## config.mk

```make
export PLATFORM = sky130hd
export DESIGN_NAME = peak_energy_level_detector
export DESIGN_NICKNAME = d
export VERILOG_FILES = /design/src/sv/pled_pkg.sv /design/src/sv/peak_energy_level_detector.sv /design/src/sv/pled_fifo.sv /design/src/sv/pled_front.sv /design/src/sv/pled_back.sv
export SDC_FILE = /design/constraint.sdc
export NUM_CORES = 2
export LEC_CHECK = 0
export ABC_CLOCK_PERIOD_IN_PS = 7900
export BUFFER_PORTS_ARGS = -buffer_cell sky130_fd_sc_hd__buf_2
export CORE_ASPECT_RATIO = 0.8
export CORE_MARGIN = 4
export CORE_UTILIZATION = 40
export CTS_CLUSTER_SIZE = 14
export DETAILED_ROUTE_END_ITERATION = 8
export PLACE_DENSITY = 0.63
export SLEW_MARGIN = 20
export SYNTH_ARGS = -nofsm -noshare
export SYNTH_HDL_FRONTEND = slang
export SYNTH_HIERARCHICAL = 1
export SYNTH_SLANG_ARGS = --single-unit
export TNS_END_PERCENT = 1
```

## constraint.sdc

```tcl
create_clock -name clk_i -period 7.9 [get_ports clk_i]
set_input_delay 0.395 -clock clk_i [delete_from_list [all_inputs] [get_ports clk_i]]
set_output_delay 0.395 -clock clk_i [all_outputs]
set_load 0.1 [all_outputs]
```

## src/sv/pled_pkg.sv

```systemverilog
`timescale 1ns / 1ps
// shared types, constants and the log table builder of the peak energy level detector
package pled_pkg;

  // field widths
  localparam int unsigned SampleW   = 16;
  localparam int unsigned PeakW     = 15;
  localparam int unsigned PosW      = 10;
  localparam int unsigned EnergyW   = 32;
  localparam int unsigned LenW      = 11;
  localparam int unsigned AmpW      = 8;
  localparam int unsigned VolW      = 12;
  localparam int unsigned StepW     = 16;
  localparam int unsigned LevelW    = 16;
  localparam int unsigned ActW      = 24;
  localparam int unsigned TableW    = 16;

  // mean peak carries 8 fraction bits
  localparam int unsigned FracBits  = 8;
  localparam int unsigned NumW      = EnergyW + LenW + FracBits;
  localparam int unsigned QIdxW     = $clog2(NumW);
  // bits kept after the leading one of the mean peak
  localparam int unsigned FracW     = 32;

  localparam int unsigned LenMax        = 1024;
  localparam int unsigned COUNTER_SCALE = 16;
  localparam int unsigned CntShift      = $clog2(COUNTER_SCALE);
  localparam int unsigned LN2_Q16       = 45426;
  localparam int unsigned Ln2W          = 16;
  localparam int unsigned VOLUME_MAX    = 4095;

  // configuration port
  localparam int unsigned CfgIdxW  = 3;
  localparam int unsigned CfgDataW = 16;

  typedef enum logic [CfgIdxW-1:0] {
    REG_SUB_LEN     = 3'd0,
    REG_AMPLIFY     = 3'd1,
    REG_THRESHOLD   = 3'd2,
    REG_RISE_STEP   = 3'd3,
    REG_FALL_STEP   = 3'd4,
    REG_COUNTER_MAX = 3'd5
  } cfg_reg_e;

  typedef struct packed {
    logic signed [SampleW-1:0] sample;
    logic                      last_in_buffer;
  } in_item_t;

  typedef struct packed {
    logic [LevelW-1:0] activity_level;
    logic [VolW-1:0]   volume;
  } out_item_t;

  // closed buffer handed from front to back
  typedef struct packed {
    logic [EnergyW-1:0] energy;
    logic [LenW-1:0]    len;
  } job_t;

  typedef struct packed {
    logic [AmpW-1:0]  amplify;
    logic [VolW-1:0]  threshold;
    logic [StepW-1:0] rise_step;
    logic [StepW-1:0] fall_step;
    logic [StepW-1:0] counter_max;
  } back_cfg_t;

  // log2 of a q30 value in [1,2) as a q16 fraction, by repeated squaring
  function automatic logic [TableW-1:0] log2_frac(input logic [63:0] x0);
    logic [63:0]       x;
    logic [TableW-1:0] r;
    x = x0;
    r = '0;
    for (int k = 0; k < TableW; k++) begin
      x = (x * x) >> 30;
      if (x >= (64'd2 << 30)) begin
        x = x >> 1;
        r[TableW-1-k] = 1'b1;
      end
    end
    return r;
  endfunction

endpackage

```

## src/sv/peak_energy_level_detector.sv

```systemverilog
`timescale 1ns / 1ps
// top level: configuration registers, front end, job queue, back end and result queue
//
//  channel   dir  handshake               beat
//  input     in   push / full             in_item_i  (sample, last_in_buffer)
//  result    out  pop / empty             out_item_o (activity_level, volume)
//  config    in   cfg_valid_i / cfg_ready_o  cfg_index_i, cfg_data_i
//
// one sample a cycle is taken while the two-entry job queue has room.
// for each buffer end the back end runs the one-bit-a-cycle mean peak divider over all
// 51 quotient bits, then the table index, table read, two multiplies, volume and counter update.
// reset clears the peak, energy, count and activity state and loads register defaults.
// full rises only when two buffer ends wait for the back end; a stalled pop holds
// results in the two-entry result queue and then holds the back end.
module peak_energy_level_detector
  import pled_pkg::*;
#(
  parameter int unsigned MAX_BUFFER_SAMPLES = 4096,
  parameter int unsigned LOG_TABLE_DEPTH = 256
) (
  input  logic                clk_i,
  input  logic                rst_ni,
  input  logic                push,
  output logic                full,
  input  in_item_t            in_item_i,
  input  logic                pop,
  output logic                empty,
  output out_item_t           out_item_o,
  input  logic                cfg_valid_i,
  output logic                cfg_ready_o,
  input  logic [CfgIdxW-1:0]  cfg_index_i,
  input  logic [CfgDataW-1:0] cfg_data_i
);

  localparam int unsigned CntW  = $clog2(MAX_BUFFER_SAMPLES + 1);
  localparam int unsigned JobW  = $bits(job_t) + CntW;
  localparam int unsigned ResW  = $bits(out_item_t);

  localparam logic [LenW-1:0]  SubLenReset   = 11'd100;
  localparam logic [AmpW-1:0]  AmplifyReset  = 8'd10;
  localparam logic [VolW-1:0]  ThreshReset   = 12'd40;
  localparam logic [StepW-1:0] RiseReset     = 16'd16;
  localparam logic [StepW-1:0] FallReset     = 16'd1;
  localparam logic [StepW-1:0] CntMaxReset   = 16'd100;

  logic [LenW-1:0] sub_len_q;
  back_cfg_t       cfg_q;

  logic            in_accept;
  logic            job_push, job_full, job_empty, job_pop;
  job_t            job_in, job_out;
  logic [CntW-1:0] job_cnt_in, job_cnt_out;
  logic [JobW-1:0] job_rdata;
  logic            res_push, res_full;
  out_item_t       res_in;
  logic [ResW-1:0] res_rdata;

  assign cfg_ready_o = 1'b1;

  always_ff @(posedge clk_i or negedge rst_ni) begin
    if (!rst_ni) begin
      sub_len_q         <= SubLenReset;
      cfg_q.amplify     <= AmplifyReset;
      cfg_q.threshold   <= ThreshReset;
      cfg_q.rise_step   <= RiseReset;
      cfg_q.fall_step   <= FallReset;
      cfg_q.counter_max <= CntMaxReset;
    end else if (cfg_valid_i && cfg_ready_o) begin
      case (cfg_reg_e'(cfg_index_i))
        REG_SUB_LEN:     sub_len_q         <= cfg_data_i[LenW-1:0];
        REG_AMPLIFY:     cfg_q.amplify     <= cfg_data_i[AmpW-1:0];
        REG_THRESHOLD:   cfg_q.threshold   <= cfg_data_i[VolW-1:0];
        REG_RISE_STEP:   cfg_q.rise_step   <= cfg_data_i[StepW-1:0];
        REG_FALL_STEP:   cfg_q.fall_step   <= cfg_data_i[StepW-1:0];
        REG_COUNTER_MAX: cfg_q.counter_max <= cfg_data_i[StepW-1:0];
        default: ;
      endcase
    end
  end

  assign full      = job_full;
  assign in_accept = push && !full;

  pled_front #(
    .MAX_BUFFER_SAMPLES (MAX_BUFFER_SAMPLES),
    .CNT_W              (CntW)
  ) u_front (
    .clk_i      (clk_i),
    .rst_ni     (rst_ni),
    .accept_i   (in_accept),
    .item_i     (in_item_i),
    .sub_len_i  (sub_len_q),
    .job_push_o (job_push),
    .job_o      (job_in),
    .job_cnt_o  (job_cnt_in)
  );

  pled_fifo #(
    .WIDTH (JobW),
    .DEPTH (2)
  ) u_job_q (
    .clk_i   (clk_i),
    .rst_ni  (rst_ni),
    .wr_i    (job_push),
    .wdata_i ({job_in, job_cnt_in}),
    .full_o  (job_full),
    .rd_i    (job_pop),
    .rdata_o (job_rdata),
    .empty_o (job_empty)
  );

  assign {job_out, job_cnt_out} = job_rdata;

  pled_back #(
    .CNT_W           (CntW),
    .LOG_TABLE_DEPTH (LOG_TABLE_DEPTH)
  ) u_back (
    .clk_i       (clk_i),
    .rst_ni      (rst_ni),
    .job_empty_i (job_empty),
    .job_i       (job_out),
    .job_cnt_i   (job_cnt_out),
    .job_pop_o   (job_pop),
    .cfg_i       (cfg_q),
    .res_full_i  (res_full),
    .res_push_o  (res_push),
    .res_o       (res_in)
  );

  pled_fifo #(
    .WIDTH (ResW),
    .DEPTH (2)
  ) u_res_q (
    .clk_i   (clk_i),
    .rst_ni  (rst_ni),
    .wr_i    (res_push),
    .wdata_i (res_in),
    .full_o  (res_full),
    .rd_i    (pop),
    .rdata_o (res_rdata),
    .empty_o (empty)
  );

  assign out_item_o = out_item_t'(res_rdata);

  // the front relies on full to keep buffer ends from overrunning the job queue
  a_job_no_overrun: assert property (@(posedge clk_i) disable iff (!rst_ni)
    job_push |-> !job_full)
    else $error("buffer end pushed into a full job queue");

  a_full_from_job: assert property (@(posedge clk_i) disable iff (!rst_ni)
    $rose(full) |-> $past(job_push))
    else $error("full rose without a buffer end");

  a_result_from_back: assert property (@(posedge clk_i) disable iff (!rst_ni)
    $fell(empty) |-> $past(res_push))
    else $error("result appeared without a back end beat");

endmodule

```

## src/sv/pled_fifo.sv

```systemverilog
`timescale 1ns / 1ps
// small first-word-fall-through register queue
module pled_fifo #(
  parameter int unsigned WIDTH = 8,
  parameter int unsigned DEPTH = 2
) (
  input  logic             clk_i,
  input  logic             rst_ni,
  input  logic             wr_i,
  input  logic [WIDTH-1:0] wdata_i,
  output logic             full_o,
  input  logic             rd_i,
  output logic [WIDTH-1:0] rdata_o,
  output logic             empty_o
);

  localparam int unsigned PtrW = (DEPTH > 1) ? $clog2(DEPTH) : 1;
  localparam int unsigned CntW = $clog2(DEPTH + 1);

  logic [WIDTH-1:0] mem_q [DEPTH];
  logic [PtrW-1:0]  wptr_q, rptr_q;
  logic [CntW-1:0]  cnt_q;
  logic             do_wr, do_rd;

  assign full_o  = (cnt_q == CntW'(DEPTH));
  assign empty_o = (cnt_q == '0);
  assign do_wr   = wr_i && !full_o;
  assign do_rd   = rd_i && !empty_o;
  assign rdata_o = mem_q[rptr_q];

  always_ff @(posedge clk_i or negedge rst_ni) begin
    if (!rst_ni) begin
      wptr_q <= '0;
      rptr_q <= '0;
      cnt_q  <= '0;
    end else begin
      if (do_wr) begin
        wptr_q <= (wptr_q == PtrW'(DEPTH - 1)) ? '0 : wptr_q + 1'b1;
      end
      if (do_rd) begin
        rptr_q <= (rptr_q == PtrW'(DEPTH - 1)) ? '0 : rptr_q + 1'b1;
      end
      if (do_wr && !do_rd) begin
        cnt_q <= cnt_q + 1'b1;
      end else if (do_rd && !do_wr) begin
        cnt_q <= cnt_q - 1'b1;
      end
    end
  end

  always_ff @(posedge clk_i) begin
    if (do_wr) begin
      mem_q[wptr_q] <= wdata_i;
    end
  end

endmodule

```

## src/sv/pled_front.sv

```systemverilog
`timescale 1ns / 1ps
// per-sample peak hold, run energy and buffer count; hands closed buffers to the back end
module pled_front
  import pled_pkg::*;
#(
  parameter int unsigned MAX_BUFFER_SAMPLES = 4096,
  parameter int unsigned CNT_W = 13
) (
  input  logic             clk_i,
  input  logic             rst_ni,
  input  logic             accept_i,
  input  in_item_t         item_i,
  input  logic [LenW-1:0]  sub_len_i,
  output logic             job_push_o,
  output job_t             job_o,
  output logic [CNT_W-1:0] job_cnt_o
);

  logic [PeakW-1:0]   peak_q;
  logic [EnergyW-1:0] energy_q;
  logic [PosW-1:0]    pos_q;
  logic [CNT_W-1:0]   cnt_q;

  logic [LenW-1:0]    len_eff;
  logic [PeakW-1:0]   peak_nx;
  logic [CNT_W-1:0]   cnt_nx;
  logic               run_done;
  logic [EnergyW:0]   sum;
  logic [EnergyW-1:0] energy_add;

  always_comb begin
    if (sub_len_i == '0) begin
      len_eff = LenW'(1);
    end else if (sub_len_i > LenW'(LenMax)) begin
      len_eff = LenW'(LenMax);
    end else begin
      len_eff = sub_len_i;
    end
  end

  // only samples with the sign bit clear take part in the peak
  assign peak_nx = (!item_i.sample[SampleW-1] && (item_i.sample[PeakW-1:0] > peak_q)) ?
                   item_i.sample[PeakW-1:0] : peak_q;
  assign cnt_nx  = (cnt_q < CNT_W'(MAX_BUFFER_SAMPLES)) ? cnt_q + 1'b1 : cnt_q;
  assign run_done = (({1'b0, pos_q} + LenW'(1)) >= len_eff);

  // a closing run and a buffer end never both add: a closed run leaves position 0
  assign sum        = {1'b0, energy_q} + (EnergyW + 1)'(peak_nx);
  assign energy_add = sum[EnergyW] ? '1 : sum[EnergyW-1:0];

  assign job_push_o = accept_i && item_i.last_in_buffer;
  assign job_o.energy = (run_done || item_i.last_in_buffer) ? energy_add : energy_q;
  assign job_o.len    = len_eff;
  assign job_cnt_o    = cnt_nx;

  always_ff @(posedge clk_i or negedge rst_ni) begin
    if (!rst_ni) begin
      peak_q   <= '0;
      energy_q <= '0;
      pos_q    <= '0;
      cnt_q    <= '0;
    end else if (accept_i) begin
      if (item_i.last_in_buffer) begin
        peak_q   <= '0;
        energy_q <= '0;
        pos_q    <= '0;
        cnt_q    <= '0;
      end else begin
        cnt_q <= cnt_nx;
        if (run_done) begin
          peak_q   <= '0;
          energy_q <= energy_add;
          pos_q    <= '0;
        end else begin
          peak_q <= peak_nx;
          pos_q  <= pos_q + 1'b1;
        end
      end
    end
  end

endmodule

```

## src/sv/pled_back.sv

```systemverilog
`timescale 1ns / 1ps
// per-buffer mean peak divider, log volume and activity counter
module pled_back
  import pled_pkg::*;
#(
  parameter int unsigned CNT_W = 13,
  parameter int unsigned LOG_TABLE_DEPTH = 256
) (
  input  logic             clk_i,
  input  logic             rst_ni,
  input  logic             job_empty_i,
  input  job_t             job_i,
  input  logic [CNT_W-1:0] job_cnt_i,
  output logic             job_pop_o,
  input  back_cfg_t        cfg_i,
  input  logic             res_full_i,
  output logic             res_push_o,
  output out_item_t        res_o
);

  localparam int unsigned IdxW     = $clog2(LOG_TABLE_DEPTH);
  localparam int unsigned DepthW   = $clog2(LOG_TABLE_DEPTH + 1);
  localparam int unsigned FracIdxW = $clog2(FracW);
  localparam int unsigned FracNW   = $clog2(FracW + 1);
  localparam int unsigned GW       = QIdxW + TableW;
  localparam int unsigned AgW      = AmpW + GW;
  localparam int unsigned VW       = AgW + Ln2W;
  localparam int unsigned ProdW    = EnergyW + LenW;

  localparam int unsigned StW = 4;
  localparam logic [StW-1:0] S_IDLE = 4'd0;
  localparam logic [StW-1:0] S_DIV  = 4'd1;
  localparam logic [StW-1:0] S_IDX  = 4'd2;
  localparam logic [StW-1:0] S_ROM  = 4'd3;
  localparam logic [StW-1:0] S_MUL1 = 4'd4;
  localparam logic [StW-1:0] S_MUL2 = 4'd5;
  localparam logic [StW-1:0] S_VOL  = 4'd6;
  localparam logic [StW-1:0] S_CNT  = 4'd7;
  localparam logic [StW-1:0] S_PUSH = 4'd8;

  // log2(1 + i/depth) in q16, built at elaboration
  logic [TableW-1:0] log_rom [LOG_TABLE_DEPTH];
  for (genvar gi = 0; gi < LOG_TABLE_DEPTH; gi++) begin : g_rom
    localparam logic [63:0] X0 = ((64'(LOG_TABLE_DEPTH) + 64'(gi)) << 30) / LOG_TABLE_DEPTH;
    assign log_rom[gi] = log2_frac(X0);
  end

  logic [StW-1:0]    state_q;
  logic [ActW-1:0]   act_q;

  logic [NumW-1:0]   num_q;
  logic [CNT_W-1:0]  den_q, rem_q;
  logic [QIdxW-1:0]  bit_q, e_q;
  logic              lead_q;
  logic [FracW-1:0]  frac_q;
  logic [FracNW-1:0] nfrac_q;
  logic [IdxW-1:0]   idx_q;
  logic              zero_q;
  logic [TableW-1:0] t_q;
  logic [AgW-1:0]    ag_q;
  logic [VW-1:0]     v_q;
  logic [VolW-1:0]   vol_q;

  logic [CNT_W:0]          rem_ext, rem_sub;
  logic                    q_bit;
  logic [CNT_W-1:0]        rem_nx;
  logic [ProdW-1:0]        prod;
  logic [FracW+DepthW-1:0] idx_prod;
  logic [GW-1:0]           log_q16;
  logic [VW-33:0]          vol_hi;
  logic [ActW:0]           act_up;
  logic                    clip;
  logic [ActW-1:0]         clip_val, act_dn;

  // restoring division, one quotient bit a cycle
  assign rem_ext = {rem_q, num_q[NumW-1]};
  assign q_bit   = (rem_ext >= {1'b0, den_q});
  assign rem_sub = rem_ext - {1'b0, den_q};
  assign rem_nx  = q_bit ? rem_sub[CNT_W-1:0] : rem_ext[CNT_W-1:0];

  assign prod     = ProdW'(job_i.energy) * ProdW'(job_i.len);
  assign idx_prod = (FracW + DepthW)'(frac_q) * (FracW + DepthW)'(LOG_TABLE_DEPTH);
  assign log_q16  = {e_q - QIdxW'(FracBits), t_q};
  assign vol_hi   = v_q[VW-1:32];

  assign act_up   = {1'b0, act_q} + (ActW + 1)'(cfg_i.rise_step);
  assign clip     = (act_up[ActW:CntShift] > (ActW + 1 - CntShift)'(cfg_i.counter_max));
  assign clip_val = ActW'({cfg_i.counter_max, {CntShift{1'b0}}});
  assign act_dn   = (act_q < ActW'(cfg_i.fall_step)) ? '0 : act_q - ActW'(cfg_i.fall_step);

  assign job_pop_o  = (state_q == S_IDLE) && !job_empty_i;
  assign res_push_o = (state_q == S_PUSH) && !res_full_i;
  assign res_o.activity_level = act_q[CntShift +: LevelW];
  assign res_o.volume         = vol_q;

  always_ff @(posedge clk_i or negedge rst_ni) begin
    if (!rst_ni) begin
      state_q <= S_IDLE;
      act_q   <= '0;
    end else begin
      case (state_q)
        S_IDLE: begin
          if (!job_empty_i) begin
            state_q <= S_DIV;
          end
        end
        S_DIV: begin
          if (bit_q == '0) begin
            state_q <= S_IDX;
          end
        end
        S_IDX:  state_q <= S_ROM;
        S_ROM:  state_q <= S_MUL1;
        S_MUL1: state_q <= S_MUL2;
        S_MUL2: state_q <= S_VOL;
        S_VOL:  state_q <= S_CNT;
        S_CNT: begin
          if (vol_q > cfg_i.threshold) begin
            act_q <= clip ? clip_val : act_up[ActW-1:0];
          end else begin
            act_q <= act_dn;
          end
          state_q <= S_PUSH;
        end
        S_PUSH: begin
          if (!res_full_i) begin
            state_q <= S_IDLE;
          end
        end
        default: state_q <= S_IDLE;
      endcase
    end
  end

  always_ff @(posedge clk_i) begin
    case (state_q)
      S_IDLE: begin
        num_q   <= {prod, FracBits'(0)};
        den_q   <= job_cnt_i;
        rem_q   <= '0;
        bit_q   <= QIdxW'(NumW - 1);
        lead_q  <= 1'b0;
        frac_q  <= '0;
        nfrac_q <= '0;
      end
      S_DIV: begin
        rem_q <= rem_nx;
        num_q <= num_q << 1;
        bit_q <= bit_q - 1'b1;
        // first set quotient bit marks the exponent, the next bits fill the fraction
        if (q_bit && !lead_q) begin
          lead_q <= 1'b1;
          e_q    <= bit_q;
        end else if (lead_q && (nfrac_q < FracNW'(FracW))) begin
          frac_q[FracIdxW'(FracW - 1) - nfrac_q[FracIdxW-1:0]] <= q_bit;
          nfrac_q <= nfrac_q + 1'b1;
        end
      end
      S_IDX: begin
        idx_q  <= idx_prod[FracW +: IdxW];
        zero_q <= !lead_q || (e_q < QIdxW'(FracBits));
      end
      S_ROM:  t_q  <= log_rom[idx_q];
      S_MUL1: ag_q <= AgW'(cfg_i.amplify) * AgW'(log_q16);
      S_MUL2: v_q  <= VW'(ag_q) * VW'(LN2_Q16);
      S_VOL: begin
        if (zero_q) begin
          vol_q <= '0;
        end else if (vol_hi > (VW - 32)'(VOLUME_MAX)) begin
          vol_q <= VolW'(VOLUME_MAX);
        end else begin
          vol_q <= vol_hi[VolW-1:0];
        end
      end
      default: ;
    endcase
  end

endmodule

```

==> impl_metrics.tcl <==
set metrics [dict create \
    outcome "finished, final reports clean" \
    wl_per_cell_um 19.4 \
    insertion_delay_ps 690 \
    path_class "reg -> reg" \
    syn_area_per_cell_um2 9.81 \
    drv_cap 0 \
    grt_first_pass_wirelength_um 225000 \
    numCtsBuffers 60 \
    hold_class "in -> reg" \
    grt_pass1_vias 39204 \
    synth_edf_count 345 \
    finalSetupViolCount 0 \
    place.gp.congestion 0.935 \
    irDropWorstVdd_mv 0.267 \
    instances_no_fill 7243 \
    period_needed_ps 7150 \
    skew_ps 57.5 \
    hold_viol 0 \
    core_um2 134000 \
    drtAntennaViolNets 0 \
    grt-ovfl-total 0 \
    clk_pin_slew_ps 60 \
    die_h_um 336 \
    synthFlopType "edfxtp_1" \
    num-nets-final 6465 \
    start_util_pct 40.3 \
    antenna_found_initial 5 \
    drc 0 \
    io_buffers 70 \
    routed_via_density 5.47 \
    syn2layout_area_growth_pct 7.70 \
    post-cts-setup-buffers 0 \
    rsz0062_at_grt "false" \
    drt-total-wl_um 140000 \
    p_leak_uw 0.0261 \
    cts_max_level 2 \
    crit_fanout 21 \
    slew-limit-headroom_pct 28.3 \
    cp-end-kind "flip-flop" \
    clkSinkCount 530 \
    io_pins 72 \
    dp_hpwl_um 105000 \
    cts_tree "built" \
    finish.utilization_pct 43.4 \
    grt_start_max_net_pins 163 \
    netlist_instances 5496 \
    power_density_nw_per_um2 198 \
    die-area_um2 141000 \
    setup.worst_path.start_class "flip-flop" \
    worstPathArrival_ps 7500 \
    setup_tns_ps 0 \
    place_inst 7108 \
    slew_viol_final 0 \
    required_ps 8250 \
    rows 120 \
    ys_seq_area_share_pct 27.8 \
    diodes 0 \
    cts.path.max_buffers 3 \
    drtIter0Drc 3521 \
    num_vias 39628 \
    synth_cell_types 122 \
    synth-seq-cells 530 \
    synthesis.nets 6538 \
    period_share_pct 90.5 \
    cts-root-buf "clkbuf_16" \
    yosysWarnings 6 \
    first_pass_iters 5 \
    tightest_slew_ps 1070 \
    async_reset_ff_share_pct 34.9 \
    gr-usage-all-layers_pct 19.8 \
    fmax_mhz 140 \
    syn-cell-area_um2 53900 \
    chipWidth_um 418 \
    drive_gt1_share_pct 9.19 \
]
power breakdown:
group | switching [µW] | internal [µW]
clock | 1220 | 1810
sequential | 178 | 3220
combinational | 3010 | 2080
final cells by class:
cell class	count	area, µm²
clock buffer	77	1680
multi-input combinational	3957	35000
clock inverter	36	475
sequential	530	15000
fill	12812	75900
tap	1769	2210
timing repair buffer	149	1020
inverter	725	2720
logic make-up after synthesis:
| group | after synthesis | share of synthesized area [%] |
|---|---|---|
| other | 1 | 0.00695 |
| muxes | 207 | 4.88 |
| buffers and inverters | 1009 | 7.43 |
| and+or+nand+nor | 1522 | 13.6 |
| xor gates and xnor gates | 152 | 2.47 |
| AOI/OAI and AO/OA | 1071 | 12.9 |
| DFF | 530 | 27.8 |
| adders and majority gates | 1004 | 30.9 |
flip-flops by register name, indices dropped and copies added, names as in the netlist, 11 cells and up:
name,cells
u_back/act_q,24
u_back/ag_q,30
cfg_q,68
u_res_q/mem_q,56
u_front/energy_q,32
u_back/rem_q,13
u_job_q/mem_q,112
u_back/den_q,13
u_back/t_q,16
sub_len_q,11
u_back/num_q,43
u_back/v_q,14
u_front/cnt_q,13
u_front/peak_q,15
u_back/vol_q,12
final timing paths:
kind / depth (start not counted) / slack (ps) / to / start
max in group asynchronous: 3 / 6170 / cfg_q[48] / rst_ni
min in group asynchronous: 2 / 370 / u_front/energy_q[4] / rst_ni
hold reg to reg: 0 / 450 / u_back/idx_q[2] / u_back/frac_q[26]
setup reg to reg: 20 / 750 / u_back/num_q[47] / u_job_q/rptr_q
setup / recovery: 20 / 750 / u_back/num_q[47] / u_job_q/rptr_q
hold / removal: 3 / 100 / u_res_q/rptr_q / pop
worst max-delay path, cell delays in order, from the launching register on:
cell	delay, ps
dfrtp_2	740
buf_4	350
mux2_2	470
and2_1	210
fa_1	500
fa_1	520
fa_1	530
fa_1	550
inv_1	60
fa_1	550
inv_1	50
ha_1	380
a21o_1	210
a21o_1	170
a21oi_1	200
nor2_1	90
a2111oi_2	390
a21oi_1	180
o32ai_1	390
xor2_1	190
a21oi_1	80
through the flow:
step	hold slack (ps)	area, µm²	power [µW]	worst slack (ps)
finish	96.0	58100	11500	754
global route	85.8	58100	12500	423
CTS	50.9	58100	11600	735
detailed placement	441	55700	8490	789
global placement	439	55700	8390	838
floorplan	99.4	53900	7300	1590
cell usage after synthesis, types with 26 or more instances:
library cell / number / area share [%]
a31oi_1: 52 / 0.60
a211oi_1: 45 / 0.63
a21oi_1: 296 / 2.7
nor2b_1: 39 / 0.45
inv_1: 721 / 5.0
edfxtp_1: 345 / 19
a311oi_1: 26 / 0.42
nand3_1: 113 / 1.0
mux2_4: 52 / 1.4
a21o_1: 83 / 1.2
dfrtp_1: 173 / 8.0
nand4_1: 31 / 0.36
nand2b_1: 35 / 0.41
xnor2_1: 102 / 1.7
o21a_1: 35 / 0.49
o21ai_0: 249 / 2.3
mux2_2: 119 / 2.5
clkbuf_1: 206 / 1.4
nor3_1: 77 / 0.71
and2_1: 238 / 2.8
o211ai_1: 36 / 0.50
xor2_1: 50 / 0.81
nor2_1: 287 / 2.0
ha_1: 451 / 10
nand2_1: 579 / 4.0
fa_1: 550 / 20
metal layers:
metal	track usage, %	part of all wire [%]	vias to the layer above
met2	28.1	41	1318
met3	3.63	7.8	152
li1	-	-	18491
met1	31.4	50	19665
met4	3.73	1.7	2
met5	0	0.0071	-
repair_timing:
item	4_1_cts	5_1_grt
hold buffers	22	0
resized for setup	0	0
setup endpoints to repair	0	0
hold endpoints to repair	116	0
cells in the final DEF (no fill, tap or decap), types with 69 or more instances in the layout:
cell / instances
o21ai_0: 249
nand2_1: 579
buf_2: 69
dfrtp_1: 172
nor3_1: 74
edfxtp_1: 345
a21oi_1: 296
nor2_1: 284
mux2_2: 119
fa_1: 550
inv_1: 721
ha_1: 451
and2_1: 238
a21o_1: 83
xnor2_1: 102
nand3_1: 113
No activity file was read; power rests on OpenSTA's default activity.
